## src/sv/fsq_pkg.sv

```systemverilog
// Shared constants, action codes, control struct and letter arithmetic
// for the four-square cipher unit. No dependencies.

package fsq_pkg;

   localparam int LETTER_W = 5;
   localparam int ADDR_W   = 6;
   localparam int ACTION_W = 3;

   localparam logic [LETTER_W-1:0] LETTERS  = 5'd25;
   localparam logic [LETTER_W-1:0] LAST_LTR = 5'd24;
   localparam logic [ADDR_W-1:0]   SQ1_BASE = 6'd25;

   localparam logic [ACTION_W-1:0] ACT_START  = 3'd0;
   localparam logic [ACTION_W-1:0] ACT_KEY    = 3'd1;
   localparam logic [ACTION_W-1:0] ACT_FINISH = 3'd2;
   localparam logic [ACTION_W-1:0] ACT_ENCODE = 3'd3;
   localparam logic [ACTION_W-1:0] ACT_DECODE = 3'd4;

   typedef struct packed {
      logic                wr_en;
      logic [ADDR_W-1:0]   wr_key_addr;
      logic [LETTER_W-1:0] wr_key_data;
      logic [ADDR_W-1:0]   wr_inv_addr;
      logic [LETTER_W-1:0] wr_inv_data;
      logic                rd_en;
      logic [ADDR_W-1:0]   rd_addr0;
      logic [ADDR_W-1:0]   rd_addr1;
   } fsq_store_ctl_type;

   function automatic logic [LETTER_W-1:0] sat_letter(input logic [LETTER_W-1:0] v);
      return (v > LAST_LTR) ? LAST_LTR : v;
   endfunction

   // v/5 for v <= 24 via multiply by 13 and shift by 6
   function automatic logic [2:0] div5(input logic [LETTER_W-1:0] v);
      logic [8:0] p;
      p = {4'b0000, v} * 9'd13;
      return p[8:6];
   endfunction

   function automatic logic [LETTER_W-1:0] times5(input logic [2:0] q);
      logic [LETTER_W-1:0] q5;
      q5 = {2'b00, q};
      return (q5 << 2) + q5;
   endfunction

   function automatic logic [LETTER_W-1:0] mod5(input logic [LETTER_W-1:0] v);
      return v - times5(div5(v));
   endfunction

endpackage

```

## src/sv/fsq_store.sv

```systemverilog
// Key square and inverse tables for both squares, 50 entries each.
// One write and two registered reads per table per cycle. Uses fsq_pkg.

module fsq_store
   import fsq_pkg::*;
(
   input  logic                clock,
   input  fsq_store_ctl_type   ctl,
   output logic [LETTER_W-1:0] key_rd0,
   output logic [LETTER_W-1:0] key_rd1,
   output logic [LETTER_W-1:0] inv_rd0,
   output logic [LETTER_W-1:0] inv_rd1
);

   logic [LETTER_W-1:0] key_mem [0:49];
   logic [LETTER_W-1:0] inv_mem [0:49];

   always_ff @(posedge clock) begin
      if (ctl.wr_en) begin
         key_mem[ctl.wr_key_addr] <= ctl.wr_key_data;
         inv_mem[ctl.wr_inv_addr] <= ctl.wr_inv_data;
      end
   end

   always_ff @(posedge clock) begin
      if (ctl.rd_en) begin
         key_rd0 <= key_mem[ctl.rd_addr0];
         key_rd1 <= key_mem[ctl.rd_addr1];
         inv_rd0 <= inv_mem[ctl.rd_addr0];
         inv_rd1 <= inv_mem[ctl.rd_addr1];
      end
   end

endmodule

```

## src/sv/four_square_cipher_unit.sv

```systemverilog
// Four-square cipher unit: square build sequencer, digraph encode/decode.
// Depends on fsq_pkg and fsq_store.
//
// Usage:
//   req_ channel carries one request: action, square_select, lead_letter,
//   trail_letter. rsp_ channel returns out_first/out_second for encode and
//   decode requests only.
//   Build a square with a start request, then key letters, then a finish.
//   Start and key-letter requests complete at accept. Finish walks the 25
//   letters through the single table write port, one per cycle; req_ready is
//   low throughout the walk.
//   Encode/decode: the table read issued at accept is registered, then the
//   result goes to the output register. req_ready stays low until the result
//   step is done, so no new request is accepted before then.
//   The output register holds the result while rsp_ready is low; requests can
//   still be accepted meanwhile, and an encode/decode waits in its result
//   step until the output register frees.
//   Reset clears the build state; squares are undefined until built.

module four_square_cipher_unit
   import fsq_pkg::*;
(
   input  logic                clock,
   input  logic                reset,
   input  logic                req_valid,
   output logic                req_ready,
   input  logic [ACTION_W-1:0] req_action,
   input  logic                req_square_select,
   input  logic [LETTER_W-1:0] req_lead_letter,
   input  logic [LETTER_W-1:0] req_trail_letter,
   output logic                rsp_valid,
   input  logic                rsp_ready,
   output logic [LETTER_W-1:0] rsp_out_first,
   output logic [LETTER_W-1:0] rsp_out_second
);

   localparam logic [1:0] ST_IDLE   = 2'd0;
   localparam logic [1:0] ST_RESULT = 2'd1;
   localparam logic [1:0] ST_FILL   = 2'd2;

   logic [1:0]          state_ff, state_in;
   logic [24:0]         mask_ff, mask_in;
   logic [LETTER_W-1:0] fill_ff, fill_in;
   logic                build_sq_ff, build_sq_in;
   logic [LETTER_W-1:0] walk_ff, walk_in;
   logic                decode_ff, decode_in;
   logic                rsp_valid_ff, rsp_valid_in;
   logic [LETTER_W-1:0] out_first_ff, out_first_in;
   logic [LETTER_W-1:0] out_second_ff, out_second_in;

   fsq_store_ctl_type   ctl;
   logic [LETTER_W-1:0] key_rd0, key_rd1, inv_rd0, inv_rd1;

   logic                accept;
   logic                place_try, place_ok, out_free;
   logic [LETTER_W-1:0] place_ltr;
   logic [24:0]         mask_shift;
   logic [ADDR_W-1:0]   base;
   logic [LETTER_W-1:0] a, b, c1, c2;
   logic [2:0]          r1, r2;
   logic [LETTER_W-1:0] pa, pb, pc1, pc2;
   logic [2:0]          pr1, pr2;

   assign req_ready      = (state_ff == ST_IDLE);
   assign accept         = req_valid && req_ready;
   assign rsp_valid      = rsp_valid_ff;
   assign rsp_out_first  = out_first_ff;
   assign rsp_out_second = out_second_ff;
   assign out_free       = !rsp_valid_ff || rsp_ready;

   // letter placement, from a key request or the finish walk
   assign place_ltr  = (state_ff == ST_FILL) ? walk_ff : req_lead_letter;
   assign place_try  = (state_ff == ST_FILL) || (accept && req_action == ACT_KEY);
   assign mask_shift = mask_ff >> place_ltr;
   assign place_ok   = place_try && (place_ltr < LETTERS) && (fill_ff < LETTERS)
                       && !mask_shift[0];
   assign base       = build_sq_ff ? SQ1_BASE : '0;

   // digraph addresses from the request fields
   assign a  = sat_letter(req_lead_letter);
   assign b  = sat_letter(req_trail_letter);
   assign r1 = div5(a);
   assign r2 = div5(b);
   assign c1 = mod5(a);
   assign c2 = mod5(b);

   always_comb begin
      ctl.wr_en       = place_ok;
      ctl.wr_key_addr = base + {1'b0, fill_ff};
      ctl.wr_key_data = place_ltr;
      ctl.wr_inv_addr = base + {1'b0, place_ltr};
      ctl.wr_inv_data = fill_ff;
      ctl.rd_en       = accept && (req_action == ACT_ENCODE || req_action == ACT_DECODE);
      if (req_action == ACT_DECODE) begin
         ctl.rd_addr0 = {1'b0, a};
         ctl.rd_addr1 = SQ1_BASE + {1'b0, b};
      end else begin
         ctl.rd_addr0 = {1'b0, times5(r1) + c2};
         ctl.rd_addr1 = SQ1_BASE + {1'b0, times5(r2) + c1};
      end
   end

   fsq_store u_store (
      .clock   (clock),
      .ctl     (ctl),
      .key_rd0 (key_rd0),
      .key_rd1 (key_rd1),
      .inv_rd0 (inv_rd0),
      .inv_rd1 (inv_rd1)
   );

   // decode: positions back to row/column pairs
   assign pa  = sat_letter(inv_rd0);
   assign pb  = sat_letter(inv_rd1);
   assign pr1 = div5(pa);
   assign pr2 = div5(pb);
   assign pc1 = mod5(pa);
   assign pc2 = mod5(pb);

   always_comb begin
      state_in      = state_ff;
      mask_in       = mask_ff;
      fill_in       = fill_ff;
      build_sq_in   = build_sq_ff;
      walk_in       = walk_ff;
      decode_in     = decode_ff;
      rsp_valid_in  = rsp_valid_ff;
      out_first_in  = out_first_ff;
      out_second_in = out_second_ff;

      if (rsp_valid_ff && rsp_ready) begin
         rsp_valid_in = 1'b0;
      end

      if (place_ok) begin
         mask_in = mask_ff | (25'd1 << place_ltr);
         fill_in = fill_ff + 5'd1;
      end

      unique case (state_ff)
         ST_IDLE: begin
            if (accept) begin
               unique case (req_action) inside
                  ACT_START: begin
                     build_sq_in = req_square_select;
                     mask_in     = '0;
                     fill_in     = '0;
                  end
                  ACT_FINISH: begin
                     walk_in  = '0;
                     state_in = ST_FILL;
                  end
                  ACT_ENCODE, ACT_DECODE: begin
                     decode_in = (req_action == ACT_DECODE);
                     state_in  = ST_RESULT;
                  end
                  default: ;
               endcase
            end
         end
         ST_RESULT: begin
            if (out_free) begin
               rsp_valid_in = 1'b1;
               state_in     = ST_IDLE;
               if (decode_ff) begin
                  out_first_in  = times5(pr1) + pc2;
                  out_second_in = times5(pr2) + pc1;
               end else begin
                  out_first_in  = key_rd0;
                  out_second_in = key_rd1;
               end
            end
         end
         ST_FILL: begin
            walk_in = walk_ff + 5'd1;
            if (walk_ff == LAST_LTR) begin
               state_in = ST_IDLE;
            end
         end
         default: begin
            state_in = ST_IDLE;
         end
      endcase
   end

   always_ff @(posedge clock) begin
      if (reset) begin
         state_ff     <= ST_IDLE;
         mask_ff      <= '0;
         fill_ff      <= '0;
         build_sq_ff  <= 1'b0;
         walk_ff      <= '0;
         decode_ff    <= 1'b0;
         rsp_valid_ff <= 1'b0;
      end else begin
         state_ff     <= state_in;
         mask_ff      <= mask_in;
         fill_ff      <= fill_in;
         build_sq_ff  <= build_sq_in;
         walk_ff      <= walk_in;
         decode_ff    <= decode_in;
         rsp_valid_ff <= rsp_valid_in;
      end
   end

   always_ff @(posedge clock) begin
      out_first_ff  <= out_first_in;
      out_second_ff <= out_second_in;
   end

endmodule

```

## config.mk

```make
export PLATFORM = sky130hd
export DESIGN_NAME = four_square_cipher_unit
export DESIGN_NICKNAME = d
export VERILOG_FILES = /design/src/sv/fsq_pkg.sv /design/src/sv/fsq_store.sv /design/src/sv/four_square_cipher_unit.sv
export SDC_FILE = /design/constraint.sdc
export NUM_CORES = 1
export LEC_CHECK = 0
export BUFFER_PORTS_ARGS = -buffer_cell sky130_fd_sc_hd__buf_2
export CAP_MARGIN = 20
export CORE_UTILIZATION = 32
export CTS_CLUSTER_SIZE = 16
export DETAILED_ROUTE_END_ITERATION = 16
export SYNTH_ARGS = -nofsm -noshare
export SYNTH_HDL_FRONTEND = slang
export SYNTH_SLANG_ARGS = --single-unit
```

## constraint.sdc

```tcl
create_clock -name clock -period 7.5 [get_ports clock]
set_input_delay 0.375 -clock clock [delete_from_list [all_inputs] [get_ports clock]]
set_output_delay 0.375 -clock clock [all_outputs]
set_load 0.05 [all_outputs]
```

After elaboration in Yosys (flattened, before gate mapping)
Memory sizes are Yosys's and may differ from the RTL's. A register that Yosys moved wholly into a read port is not among the register bits.
Cells that the tools add are included.
{"block": "word_totals", "reg_bits": 50, "ram_bits": 500, "input_bits": 18, "out_inout_bits": 12, "elab_cells": 105, "mem_count": 2}
{"block": "classes", "n_addsub": 18, "n_mul": 4, "n_lt_le_gt_ge": 6, "eq_ne": 12, "shift": 2, "mux": 30, "bitwise": 1, "n_reduce_logical": 21}
{"name": "u_store.inv_mem", "words": 50, "word_bits": 5, "rd": 2, "rd_clocked_by_memory_dff": 2, "write_ports": 1, "line_no": "fsq_store.sv:16", "rtl": "logic [LETTER_W-1:0] inv_mem [0:49];"}
{"name": "u_store.key_mem", "words": 50, "word_bits": 5, "rd": 2, "rd_clocked_by_memory_dff": 2, "write_ports": 1, "line_no": "fsq_store.sv:15", "rtl": "logic [LETTER_W-1:0] key_mem [0:49];"}
{"cell": "$mux W25", "n": 4}
{"cell": "$mux W5", "n": 14}
{"cell": "$mul A5 B4 Y9 const B", "n": 4}
{"cell": "$or A25 B25 Y25", "n": 1}
{"cell": "$shl A1 B5 Y25 const A", "n": 1}
{"cell": "$shr A25 B5 Y1", "n": 1}
{"cell": "$add A5 B3 Y5", "n": 4}
{"cell": "$add A5 B5 Y5", "n": 4}
{"cell": "$gt A5 B5 Y1 const B", "n": 4}
{"cell": "$sub A5 B5 Y5", "n": 4}
{"cell": "$add A5 B5 Y6", "n": 2}
{"cell": "$add A5 B5 Y6 const A", "n": 2}
{"cell": "$mux W11", "n": 1}
{"cell": "$add A5 B1 Y5 const B", "n": 2}
{"cell": "$lt A5 B5 Y1 const B", "n": 2}
{"cell": "$pmux W5 S2", "n": 1}
{"cell": "$reduce_and A3 Y1", "n": 3}
{"cell": "$logic_and A1 B1 Y1", "n": 7}
{"cell": "$eq A3 B2 Y1 const B", "n": 2}
{"cell": "$mux W2", "n": 3}
{"cell": "$ne A2 B1 Y1 const B", "n": 3}
{"cell": "$pmux W2 S3", "n": 1}
{"cell": "$eq A5 B5 Y1 const B", "n": 1}
{"cell": "$mux W1", "n": 5}
{"cell": "other kinds (15)", "n": 18}

Logic depth before layout (Yosys ltp)
Gate-level depths: netlist of the first run.
{"block": "depth", "ltp_word": 11, "ltp_mapped": 29, "mapped_depth_nobuf": 25}

Modules after synthesis
Synthesis of the first run repeated with hierarchy kept, for this count alone.
{"block": "unflattened", "hier_cells": 2098, "area_unflattened_um2": 30000.0}
{"mod": "fsq_store", "n_inst": 1, "cells_each": 1492, "area_each_um2": 24602.3, "seq_area_each_um2": 15615.0}
{"mod": "four_square_cipher_unit", "n_inst": 1, "cells_each": 606, "area_each_um2": 5397.7, "seq_area_each_um2": 1101.1}

Least setup slack after synthesis of the first run
No wires, ideal clock.
{"block": "synth_path", "path_kind": "input to register", "from": "input req_lead_letter[3]", "to": "register u_store.key_rd1[3] (read register of u_store.key_mem), data pin", "setup_time_ps": 283, "arrival_ps": 6215, "required_time_ps": 7217, "setup_slack_ps": 1002, "stages": 27, "n_path_buf": 4, "cell_sequence": "ha_1 -> nor2b_1 -> ha_1 -> inv_1 -> fa_1 -> inv_1 -> ha_1 -> and4_1 -> nand2_1 -> nand2_1 -> a21oi_1 -> xnor2_1 -> inv_1 -> fa_1 -> inv_1 -> fa_1 -> a21oi_1 -> ha_1 -> buf_2 -> buf_2 -> clkbuf_1 -> clkbuf_1 -> mux4_2 -> mux2i_1 -> mux2i_1 -> mux2i_1 -> o221ai_1"}
{"block": "synth_between", "elab_chain_len": 8}
{"item": "start, declared", "line_no": "four_square_cipher_unit.sv:29", "rtl": "input logic [LETTER_W-1:0] req_lead_letter,"}
{"item": "$gt A5 B5 Y1", "line_no": "fsq_pkg.sv:32", "rtl": "return (v > LAST_LTR) ? LAST_LTR : v;"}
{"item": "$mux W5 (*)", "line_no": "fsq_pkg.sv:32"}
{"item": "$mul A5 B4 Y9", "line_no": "fsq_pkg.sv:38", "rtl": "p = {4'b0000, v} * 9'd13;"}
{"item": "$add A5 B3 Y5", "line_no": "fsq_pkg.sv:45", "rtl": "return (q5 << 2) + q5;"}
{"item": "$sub A5 B5 Y5 (*)", "line_no": "fsq_pkg.sv:49", "rtl": "return v - times5(div5(v));"}
{"item": "$add A5 B5 Y5 (*)", "line_no": "four_square_cipher_unit.sv:99", "rtl": "ctl.rd_addr1 = SQ1_BASE + {1'b0, times5(r2) + c1};"}
{"item": "$add A5 B5 Y6 (*)", "line_no": "four_square_cipher_unit.sv:99"}
{"item": "$mux W11 (*)", "line_no": "four_square_cipher_unit.sv:94", "rtl": "if (req_action == ACT_DECODE) begin"}
{"item": "end, declared", "line_no": "fsq_store.sv:10", "rtl": "output logic [LETTER_W-1:0] key_rd1,"}
Mark *: on every way between the ends. The rest lies on a longest branch, timed or not.
A chain may end at the register's enable or synchronous reset.

Worst setup path after layout of the first run
{"block": "layout_path", "from": "input req_lead_letter[4]", "to": "register u_store.inv_rd1[4] (read register of u_store.inv_mem), data pin"}
{"block": "layout_between", "elab_chain_len": 8}
{"item": "$gt A5 B5 Y1", "line_no": "fsq_pkg.sv:32"}
{"item": "$mux W5 (*)", "line_no": "fsq_pkg.sv:32"}
{"item": "$mul A5 B4 Y9", "line_no": "fsq_pkg.sv:38"}
{"item": "$add A5 B3 Y5", "line_no": "fsq_pkg.sv:45"}
{"item": "$sub A5 B5 Y5 (*)", "line_no": "fsq_pkg.sv:49"}
{"item": "$add A5 B5 Y5 (*)", "line_no": "four_square_cipher_unit.sv:99"}
{"item": "$add A5 B5 Y6 (*)", "line_no": "four_square_cipher_unit.sv:99"}
{"item": "$mux W11 (*)", "line_no": "four_square_cipher_unit.sv:94"}
{"item": "end, declared", "line_no": "fsq_store.sv:12", "rtl": "output logic [LETTER_W-1:0] inv_rd1"}
Marks and branches as above.

==> results of run 1 <==
what timing repair did:
item	CTS	global route
gates resized for setup	0	0
buffers inserted	0	0
hold buffers	1	0
hold endpoints to repair	1	0
setup endpoints to repair	0	0
per-stage QoR:
step	util (%)	cell area (sq um)	hold slack [ps]	cells
floorplan	-	28300	424	2058
global placement	34.2	29800	439	3157
detailed placement	34.2	29800	440	3157
CTS	36.2	31600	34.5	3261
global route	36.2	31600	75.1	3261
finish	36.2	31600	62.6	3261
cell families after synthesis:
family,after synthesis,synth area share (%)
XOR/XNOR,50,1.82
buffers and inverters,214,3.28
multiplexers,221,12.5
AO/OA/AOI/OAI,363,9.32
AND/OR/NAND/NOR,532,8.77
flip-flops,570,59.0
adder cells (fa/ha/maj),108,5.30
registers in the layout, indices dropped and copies added, names as in the netlist, 2 cells and up:
signal           count
state_ff             2
u_store.key_rd1      5
rsp_out_second       5
u_store.inv_rd0      5
u_store.inv_mem    250
mask_ff             25
fill_ff              5
u_store.inv_rd1      5
rsp_out_first        5
u_store.key_mem    250
u_store.key_rd0      5
walk_ff              5
worst max-delay path: stages:
cell and delay [ps]:
sky130_fd_sc_hd__buf_2 120, sky130_fd_sc_hd__ha_1 260, sky130_fd_sc_hd__nor2b_1 420, sky130_fd_sc_hd__ha_1 320, sky130_fd_sc_hd__inv_1 70, sky130_fd_sc_hd__fa_1 410, sky130_fd_sc_hd__inv_1 80, sky130_fd_sc_hd__ha_1 220
sky130_fd_sc_hd__and4_1 210, sky130_fd_sc_hd__nand2_1 70, sky130_fd_sc_hd__nand2_1 70, sky130_fd_sc_hd__a21oi_1 190, sky130_fd_sc_hd__xnor2_1 180, sky130_fd_sc_hd__inv_1 130, sky130_fd_sc_hd__fa_1 580, sky130_fd_sc_hd__inv_1 60
sky130_fd_sc_hd__fa_1 500, sky130_fd_sc_hd__a21oi_1 100, sky130_fd_sc_hd__ha_4 230, sky130_fd_sc_hd__xnor2_4 850, sky130_fd_sc_hd__buf_12 290, sky130_fd_sc_hd__mux2i_1 110, sky130_fd_sc_hd__mux4_2 490, sky130_fd_sc_hd__mux2_2 290
sky130_fd_sc_hd__o221ai_1 180
metal layers:
metal / vias to the layer above / share of wire (%) / global-route usage (%)
met1: 8932 / 44 / 21.8
li1: 7892 / - / -
met4: 0 / 2.0 / 3.88
met2: 596 / 48 / 25.7
met3: 102 / 5.9 / 2.01
met5: - / 0 / 0
cell type report:
class | count | area, sq um | area share (%)
clock buffer | 69 | 1450 | 4.59
clock inverter | 34 | 265 | 0.840
inverter | 84 | 315 | 0.999
multi-input combinational | 1274 | 10800 | 34.1
sequential | 570 | 16700 | 53.0
tap | 1155 | 1450 | 4.58
timing repair buffer | 75 | 618 | 1.96
path summary, 6_finish.rpt:
path                                    startpoint                  to  slack (ps)  depth (start not counted)
worst max register to register  u_store.inv_rd1[3]   rsp_out_second[4]        1730                         20
worst min register to register          mask_ff[9]          mask_ff[9]         450                          2
worst max-delay path            req_lead_letter[4]  u_store.inv_rd1[4]        1050                         25
worst min-delay path                         reset         state_ff[0]          60                          2
layout by cell type (no fill, tap or decap), types with 10 or more instances in the layout:
master | netlist | routed
sky130_fd_sc_hd__buf_4 | 7 | 35
sky130_fd_sc_hd__nor2b_1 | 19 | 19
sky130_fd_sc_hd__xnor2_1 | 32 | 31
sky130_fd_sc_hd__a21o_1 | 11 | 11
sky130_fd_sc_hd__a31oi_1 | 51 | 51
sky130_fd_sc_hd__ha_1 | 88 | 87
sky130_fd_sc_hd__mux2i_1 | 77 | 75
sky130_fd_sc_hd__mux2_2 | 39 | 39
sky130_fd_sc_hd__a21oi_1 | 75 | 73
sky130_fd_sc_hd__or3_1 | 11 | 11
sky130_fd_sc_hd__buf_2 | 31 | 29
sky130_fd_sc_hd__edfxtp_1 | 530 | 530
sky130_fd_sc_hd__o21ai_0 | 10 | 10
sky130_fd_sc_hd__a311oi_1 | 40 | 40
sky130_fd_sc_hd__inv_1 | 81 | 81
sky130_fd_sc_hd__clkinv_1 | 0 | 11
sky130_fd_sc_hd__and2_1 | 77 | 76
sky130_fd_sc_hd__xor2_1 | 13 | 13
sky130_fd_sc_hd__clkbuf_1 | 77 | 13
sky130_fd_sc_hd__a211oi_1 | 101 | 101
sky130_fd_sc_hd__mux4_2 | 100 | 100
sky130_fd_sc_hd__buf_12 | 0 | 10
sky130_fd_sc_hd__dfxtp_1 | 40 | 35
sky130_fd_sc_hd__clkinv_2 | 0 | 12
sky130_fd_sc_hd__fa_1 | 20 | 20
sky130_fd_sc_hd__nor2_1 | 136 | 136
sky130_fd_sc_hd__clkbuf_16 | 0 | 56
sky130_fd_sc_hd__nand2_1 | 222 | 221
sky130_fd_sc_hd__o211ai_1 | 13 | 13
==> results.txt, run 1 <==
Drt total wl - 70400 um
Global-route usage over all layers - 15.6%
Max_cap viols - 0
Relative slew slack - 26.8%
Yosys top cell by area - sky130_fd_sc_hd__edfxtp_1
Number of antenna violations at the first check in global routing - 0
Number of hold-slack violations in the final timing report - 0
Most instantiated cells after synthesis - 530 x sky130_fd_sc_hd__edfxtp_1, 222 x sky130_fd_sc_hd__nand2_1, 136 x sky130_fd_sc_hd__nor2_1
First-pass GRT wire length - 108000 um
Final period demand of the worst path - 6450 ps
Worst Clk Skew - 29.5 ps
Core box area - 0.0872 sq mm
Type of destination of the critical path - flip-flop
Portion of synthesized cell area occupied by the leading cell type - 56.2%
Initial core utilization - 32.5%
Count of distinct cell types in the synthesized netlist - 79
Drt initial violations - 1721
WP data required - 7920 ps
Filler Cell Count - 8209
Finish-stage setup viols - 0
CTS tree - built
Pins Over Slew Limit - 0
Sequential area share after synthesis - 59.0%
Outcome - complete, no violations
Actual slew at the worst max-slew pin - 1100 ps
Final nets - 2186
Vertical die dimension - 299 um
Number of enable flip-flop cells after synthesis - 530
Summed instance area of the synthesized netlist - 0.0283 sq mm
Type of the worst setup path - in2reg
Vias/cell - 5.37
Later-pin clock latency in the skew report - 610 ps
Total negative setup slack - 0 ps
Mean cell area of the mapped netlist - 13.8 sq um
Startpoint types - input port
Largest net degree at the start of global routing - 161
Peak clock frequency supported by timing - 155 MHz
Clk sinks - 570
Number of antenna diodes - 0
Number of instances in the synthesized netlist - 2058
Layout overhead on the synthesized area - 11.5%
Share of flip-flops with an asynchronous set or reset after synthesis - 0%
Remaining Overflow, GRT - 0
Via count of the routed design - 17500
DRC errors left - 0
Routed wirelength normalized by instance count - 21.6 um
Share of layout cells above drive strength 1 - 16.1%
Clock Pin Slew Worst Setup and Hold Paths - 60 ps
Maximum net fanout on the critical path - 22
TritonCTS Buffers - 55
Total half-perimeter wirelength after legalization and detailed placement - 46400 um
Final period util - 86.0%
Data arrival time at the worst-slack endpoint - 6870 ps
Most numerous cell in the Yosys netlist - sky130_fd_sc_hd__edfxtp_1
Via count of the first global-routing pass - 17300
Unrepaired setup endpoints after global routing - no
Worst Setup Slack post-DPL - 435 ps
Total nets after synthesis - 2184
Root buf cell - sky130_fd_sc_hd__clkbuf_16
Routability cong. - 0.823
Die area - 0.0897 sq mm
Standard-cell rows - 108
Dominant register cell in the synthesized netlist - sky130_fd_sc_hd__edfxtp_1
H-tree lvl count - 2
Count of synthesis-stage warnings from yosys - 0
Flops & latches, synth - 570
# port buffers - 29
Die X-Extent - 299 um
Hold/Removal Path Class - in2reg
Antenna-violating nets left - 0
Number of iterations in the first detailed-routing pass - 5
Setup ws final - 1050 ps
Number of buffers on the longest clock path - 3
Largest cells by area after synthesis - sky130_fd_sc_hd__edfxtp_1 56%, sky130_fd_sc_hd__mux4_2 8.0%, sky130_fd_sc_hd__ha_1 3.9%
Number of ports placed on the die boundary - 30
Power of run 1 is not shown: default switching activity piles up to over one toggle a cycle in this logic, so the estimate is an artifact.
==> run 2, diff against run 1 <==
--- a/config.mk
+++ b/config.mk
@@ -12,4 +12,5 @@
 export DETAILED_ROUTE_END_ITERATION = 16
 export SYNTH_ARGS = -nofsm -noshare
 export SYNTH_HDL_FRONTEND = slang
+export SYNTH_HIERARCHICAL = 1
 export SYNTH_SLANG_ARGS = --single-unit
==> results.txt, run 2 <==
Final period demand of the worst path - 6850 ps
Finish-stage setup viols - 0
Most instantiated cells after synthesis - 530 x sky130_fd_sc_hd__edfxtp_1, 156 x sky130_fd_sc_hd__mux4_2, 153 x sky130_fd_sc_hd__mux2i_1
Start point of the worst min-delay path - req_square_select
Capturing point of the worst reg2reg path - rsp_out_first[4]
Pins Over Slew Limit - 0
Vertical die dimension - 308 um
Actual slew at the worst max-slew pin - 1190 ps
Standard-cell rows - 111
CTS tree - built
Number of buffers on the longest clock path - 3
Leading cell types in the layout, fill and taps excluded - 530 x sky130_fd_sc_hd__edfxtp_1, 156 x sky130_fd_sc_hd__mux4_2, 153 x sky130_fd_sc_hd__mux2i_1
Post-CTS setup repair buffer count - 0
Drt initial violations - 2199
Data arrival time at the worst-slack endpoint - 7220 ps
Sequential area share after synthesis - 55.7%
Via count of the first global-routing pass - 19600
Largest cells by area after synthesis - sky130_fd_sc_hd__edfxtp_1 53%, sky130_fd_sc_hd__mux4_2 12%, sky130_fd_sc_hd__mux2i_1 5.1%
Dominant register cell in the synthesized netlist - sky130_fd_sc_hd__edfxtp_1
Biggest regs - u_store/inv_mem: 250 flops, u_store/key_mem: 250 flops, mask_ff: 25 flops
Number of antenna violations at the first check in global routing - 2
Startpoint of the worst-slack reg-to-reg timing path - u_store/inv_rd0[3]
Worst Clk Skew - 24.2 ps
Routability cong. - 0.968
Number of instances in the synthesized netlist - 2098
Most numerous cell in the Yosys netlist - sky130_fd_sc_hd__edfxtp_1
Share of flip-flops with an asynchronous set or reset after synthesis - 0%
Unrepaired setup endpoints after global routing - no
Drt total wl - 87500 um
Type of the worst setup path - in2reg
Count of synthesis-stage warnings from yosys - 6
Worst Hold Endpoint - build_sq_ff
Hold buffer count at CTS - 0
Hold/Removal Path Class - in2reg
Flops & latches, synth - 570
Cell depth of the worst min-delay path - 3
Die area - 0.0950 sq mm
Slowest stage cell, crit path - sky130_fd_sc_hd__fa_1
Portion of synthesized cell area occupied by the leading cell type - 53.1%
Via count of the routed design - 19600
Logic depth of the worst register-to-register path - 22
Layout overhead on the synthesized area - 12.6%
Number of enable flip-flop cells after synthesis - 530
# port buffers - 29
Outcome - complete, no violations
Startpoint types - input port
Count of distinct cell types in the synthesized netlist - 80
Number of antenna diodes - 0
H-tree lvl count - 2
Summed instance area of the synthesized netlist - 0.0300 sq mm
Vias/cell - 5.69
Number of hold-slack violations in the final timing report - 0
First-pass GRT wire length - 129000 um
Number of ports placed on the die boundary - 30
Post-cts resize count - 0
Yosys top cell by area - sky130_fd_sc_hd__edfxtp_1
Cell family with the largest share of critical-path delay - adder cells
Relative slew slack - 20.0%
Root buf cell - sky130_fd_sc_hd__clkbuf_16
Core box area - 0.0922 sq mm
Clk sinks - 570
Die X-Extent - 308 um
Setup slack on the worst flop-to-flop path - 1680 ps
Peak clock frequency supported by timing - 146 MHz
Total negative setup slack - 0 ps
WP data required - 7880 ps
Initial core utilization - 32.5%
Routed wirelength normalized by instance count - 25.5 um
Final period util - 91.3%
Mean cell area of the mapped netlist - 14.3 sq um
Remaining Overflow, GRT - 0
TritonCTS Buffers - 60
Share of layout cells above drive strength 1 - 20.4%
Cell repeated most along the worst path - sky130_fd_sc_hd__ha_1
Type of destination of the critical path - flip-flop
Most frequent standard cell in the layout excluding fill and tap cells - sky130_fd_sc_hd__edfxtp_1
Antenna-violating nets left - 0
Worst path buffer plus inverter count - 5
DRC errors left - 0
Clock Pin Slew Worst Setup and Hold Paths - 60 ps
Later-pin clock latency in the skew report - 630 ps
Maximum net fanout on the critical path - 15
Slowest cell delay on critical path - 480 ps
Number of iterations in the first detailed-routing pass - 5
Largest net degree at the start of global routing - 66
Total half-perimeter wirelength after legalization and detailed placement - 62400 um
Max_cap viols - 0
Global-route usage over all layers - 18.2%
Final nets - 2273
[run 2: metal layers]
| metal | vias to the layer above | GRT usage [%] | wire (um) | part of all wire, % |
|---|---|---|---|---|
| li1 | 8338 | - | - | - |
| met1 | 10000 | 24.6 | 35500 | 41 |
| met2 | 973 | 29.1 | 40700 | 46 |
| met3 | 210 | 3.66 | 8160 | 9.3 |
| met4 | 0 | 6.56 | 3140 | 3.6 |
| met5 | - | 0 | 0 | 0 |
[run 2: how the worst max path moves through the flow]
stage                              startpoint            endpoint  slack [ps]  depth (start not counted)
after floorplan            req_lead_letter[3]  u_store/key_rd0[0]        1280                         28
after global placement    req_trail_letter[3]  u_store/inv_rd1[3]         170                         28
after detailed placement  req_trail_letter[3]  u_store/inv_rd1[3]          40                         28
after CTS                 req_trail_letter[3]  u_store/inv_rd1[3]         700                         28
after global routing      req_trail_letter[3]  u_store/inv_rd1[3]         230                         28
final                     req_trail_letter[3]  u_store/inv_rd1[2]         650                         28
[run 2: cell type report]
class,count,area [sq um]
Clock inverter,33,310
Fill cell,8722,58400
Timing Repair Buffer,109,883
Sequential cell,570,16700
Inverter,87,332
Clock buffer,73,1570
Tap cell,1243,1560
Multi-Input combinational cell,1320,12400
[run 2: per-stage QoR]
| stage | setup slack [ps] | hold WS [ps] | std cells | cell area, sq um | utilization, % |
|---|---|---|---|---|---|
| floorplan | 1280 | 428 | 2104 | 30000 | - |
| global placement | 173 | 437 | 3327 | 31900 | 34.6 |
| detailed placement | 36.7 | 454 | 3327 | 31900 | 34.6 |
| CTS | 697 | 6.41 | 3433 | 33800 | 36.6 |
| global route | 227 | 30.7 | 3435 | 33800 | 36.6 |
| finish | 653 | 20.8 | 3435 | 33800 | 36.6 |
[run 2: tightest hold or removal path, cell delays in order]
cell,delay [ps]
sky130_fd_sc_hd__buf_2,100
sky130_fd_sc_hd__mux2i_1,60
sky130_fd_sc_hd__nor2_1,70
[run 2: cell families after synthesis]
family                   count (synthesis)  share of synthesized area, %
flip-flops                             570                          55.7
XOR/XNOR                                50                          1.69
other                                    1                        0.0125
AO/OA/AOI/OAI                          331                          7.91
multiplexers                           347                          18.6
AND/OR/NAND/NOR                        478                          7.75
buffers and inverters                  214                          3.33
adder cells (fa/ha/maj)                107                          4.96
Power of run 2 is left out for the same reason.
==> run 3, diff against run 2 <==
--- a/config.mk
+++ b/config.mk
@@ -5,11 +5,13 @@
 export SDC_FILE = /design/constraint.sdc
 export NUM_CORES = 1
 export LEC_CHECK = 0
+export ABC_AREA = 1
 export BUFFER_PORTS_ARGS = -buffer_cell sky130_fd_sc_hd__buf_2
 export CAP_MARGIN = 20
-export CORE_UTILIZATION = 32
+export CORE_UTILIZATION = 58
 export CTS_CLUSTER_SIZE = 16
 export DETAILED_ROUTE_END_ITERATION = 16
+export PLACE_DENSITY = 0.77
 export SYNTH_ARGS = -nofsm -noshare
 export SYNTH_HDL_FRONTEND = slang
 export SYNTH_HIERARCHICAL = 1
==> constraint.sdc (replaced) <==
create_clock -name clock -period 5.9 [get_ports clock]
set_input_delay 0.295 -clock clock [delete_from_list [all_inputs] [get_ports clock]]
set_output_delay 0.295 -clock clock [all_outputs]
set_load 0.05 [all_outputs]
==> results.txt, run 3 <==
Most instantiated cells after synthesis - 1171 x sky130_fd_sc_hd__nand2_1, 770 x sky130_fd_sc_hd__nand3_1, 530 x sky130_fd_sc_hd__edfxtp_1
Root buf cell - sky130_fd_sc_hd__clkbuf_16
Die X-Extent - 238 um
Via count of the routed design - 27600
H-tree lvl count - 2
Total nets after synthesis - 3890
Largest net degree at the start of global routing - 111
Sequential area share after synthesis - 51.6%
Dominant register cell in the synthesized netlist - sky130_fd_sc_hd__edfxtp_1
Unrepaired setup endpoints after global routing - no
Worst Clk Skew - 17.6 ps
Number of ports placed on the die boundary - 30
Most numerous cell in the Yosys netlist - sky130_fd_sc_hd__nand2_1
Worst hold slack across all endpoints - 65.6 ps
Startpoint types - flip-flop
Biggest regs - u_store/inv_mem: 250 flops, u_store/key_mem: 250 flops, mask_ff: 25 flops
DRC errors left - 0
Filler Cell Count - 4584
Summed instance area of the synthesized netlist - 0.0324 sq mm
Vertical die dimension - 238 um
Mean cell area of the mapped netlist - 8.60 sq um
Core Util, Final - 63.7%
WP data required - 6290 ps
# port buffers - 29
Routability cong. - 0.968
Standard-cell rows - 86
Footprint of the multi-input gates - 0.0133 sq mm
Vias/cell - 6.13
Clock Pin Slew Worst Setup and Hold Paths - 60 ps
Via count of the first global-routing pass - 25900
Largest cells by area after synthesis - sky130_fd_sc_hd__edfxtp_1 49%, sky130_fd_sc_hd__nand2_1 14%, sky130_fd_sc_hd__nand3_1 12%
Outcome - complete, no violations
Share of layout cells above drive strength 1 - 6.49%
Type of the worst setup path - reg2reg
TritonCTS Buffers - 58
Actual slew at the worst max-slew pin - 1020 ps
Area taken by flip-flops and latches - 0.0167 sq mm
Die area - 0.0568 sq mm
Cell repeated most along the worst path - sky130_fd_sc_hd__ha_1
Maximum net fanout on the critical path - 5
Slowest cell delay on critical path - 530 ps
Number of buffers on the longest clock path - 3
Max_cap viols - 0
Clk sinks - 570
Yosys top cell by area - sky130_fd_sc_hd__edfxtp_1
Initial core utilization - 58.8%
Drt total wl - 93100 um
Number of hold-slack violations in the final timing report - 0
CTS tree - built
Number of enable flip-flop cells after synthesis - 530
Drt initial violations - 4107
Remaining Overflow, GRT - 0
Total half-perimeter wirelength after legalization and detailed placement - 59600 um
First-pass GRT wire length - 145000 um
Number of antenna violations at the first check in global routing - 0
Global-route usage over all layers - 32.8%
Worst Setup Slack post-DPL - -73.9 ps
Number of iterations in the first detailed-routing pass - 7
Post-CTS setup repair buffer count - 0
Most frequent standard cell in the layout excluding fill and tap cells - sky130_fd_sc_hd__nand2_1
Share of flip-flops with an asynchronous set or reset after synthesis - 0%
Final nets - 3837
Core box area - 0.0551 sq mm
Antenna-violating nets left - 0
Data arrival time at the worst-slack endpoint - 5770 ps
Setup ws final - 517 ps
Pins Over Slew Limit - 0
Hold/Removal Path Class - in2reg
Later-pin clock latency in the skew report - 650 ps
Count of distinct cell types in the synthesized netlist - 46
Slowest stage cell, crit path - sky130_fd_sc_hd__fa_1
Final period demand of the worst path - 5380 ps
Relative slew slack - 31.5%
Number of instances in the synthesized netlist - 3765
Flops & latches, synth - 570
Number of antenna diodes - 0
Final period util - 91.2%
Peak clock frequency supported by timing - 186 MHz
Finish-stage setup viols - 0
Portion of synthesized cell area occupied by the leading cell type - 49.2%
Type of destination of the critical path - flip-flop
Count of synthesis-stage warnings from yosys - 6
Layout overhead on the synthesized area - 8.35%
Leading cell types in the layout, fill and taps excluded - 1171 x sky130_fd_sc_hd__nand2_1, 770 x sky130_fd_sc_hd__nand3_1, 530 x sky130_fd_sc_hd__edfxtp_1
Routed wirelength normalized by instance count - 20.7 um
-- run 3: changes by cell type after synthesis, moves of 78 or more --
cell,previous run,this run
sky130_fd_sc_hd__nand2_1,121,1171
sky130_fd_sc_hd__nand3_1,42,770
sky130_fd_sc_hd__inv_1,87,272
sky130_fd_sc_hd__mux4_2,156,0
sky130_fd_sc_hd__mux2i_1,153,0
sky130_fd_sc_hd__o211ai_1,11,89
-- run 3: metrics by stage --
| stage | area, sq um | TNS (ps) | std cells |
|---|---|---|---|
| after floorplan | 32400 | 0 | 3765 |
| after global placement | 33100 | 0 | 4394 |
| after detailed placement | 33200 | -493 | 4395 |
| after CTS | 35100 | 0 | 4506 |
| after global routing | 35100 | 0 | 4507 |
| final | 35100 | 0 | 4507 |
-- run 3: layout make-up --
| cell class | instances | area share [%] |
|---|---|---|
| multi-input combinational | 2682 | 37.8 |
| sequential | 570 | 47.7 |
| clock buffer | 67 | 4.35 |
| timing repair buffer | 119 | 3.52 |
| tap | 748 | 2.67 |
| inverter | 281 | 3.07 |
| clock inverter | 40 | 0.956 |
-- run 3: cell families (layout without fill, tap and decap cells) --
family,count (synthesis),count (layout),share of synthesized area [%]
compound gates,314,314,5.81
xor+xnor,33,33,0.893
fa+ha+maj,107,107,4.60
buf+inv,513,507,7.76
flops,570,570,51.6
other cells,1,1,0.0116
simple gates,2227,2227,29.3
-- run 3: worst paths after layout --
check                                         from                end  slack, ps  cells after the start
worst max-delay path            u_store/inv_rd0[4]  rsp_out_second[4]        520                     26
worst min-delay path                     req_valid          decode_ff         70                      5
worst min register to register          mask_ff[9]         mask_ff[9]        450                      2
worst max register to register  u_store/inv_rd0[4]  rsp_out_second[4]        520                     26
-- run 3: what timing repair did --
item / 4_1_cts / 5_1_grt
endpoints found under the setup margin: 0 / 7
resized for setup: 0 / 2
endpoints found under the hold margin: 8 / 0
hold buffers: 4 / 0
-- run 3: critical path, delay by kind of cell (launching register included) --
kind | cells | cell delay [ps]
and+or+nand+nor | 10 | 1100
DFF | 1 | 450
AOI/OAI and AO/OA | 1 | 170
adders and majority gates | 8 | 2590
buffers and inverters | 5 | 300
xor gates and xnor gates | 2 | 510
-- run 3: layer usage --
layer | vias to the layer above | global-route usage [%] | share of wire, %
li1 | 12700 | - | -
met1 | 12700 | 45.1 | 38
met2 | 1905 | 50.9 | 45
met3 | 309 | 6.76 | 13
met4 | 0 | 13.3 | 4.0
met5 | - | 0 | 0
Power of run 3 is left out for the same reason.
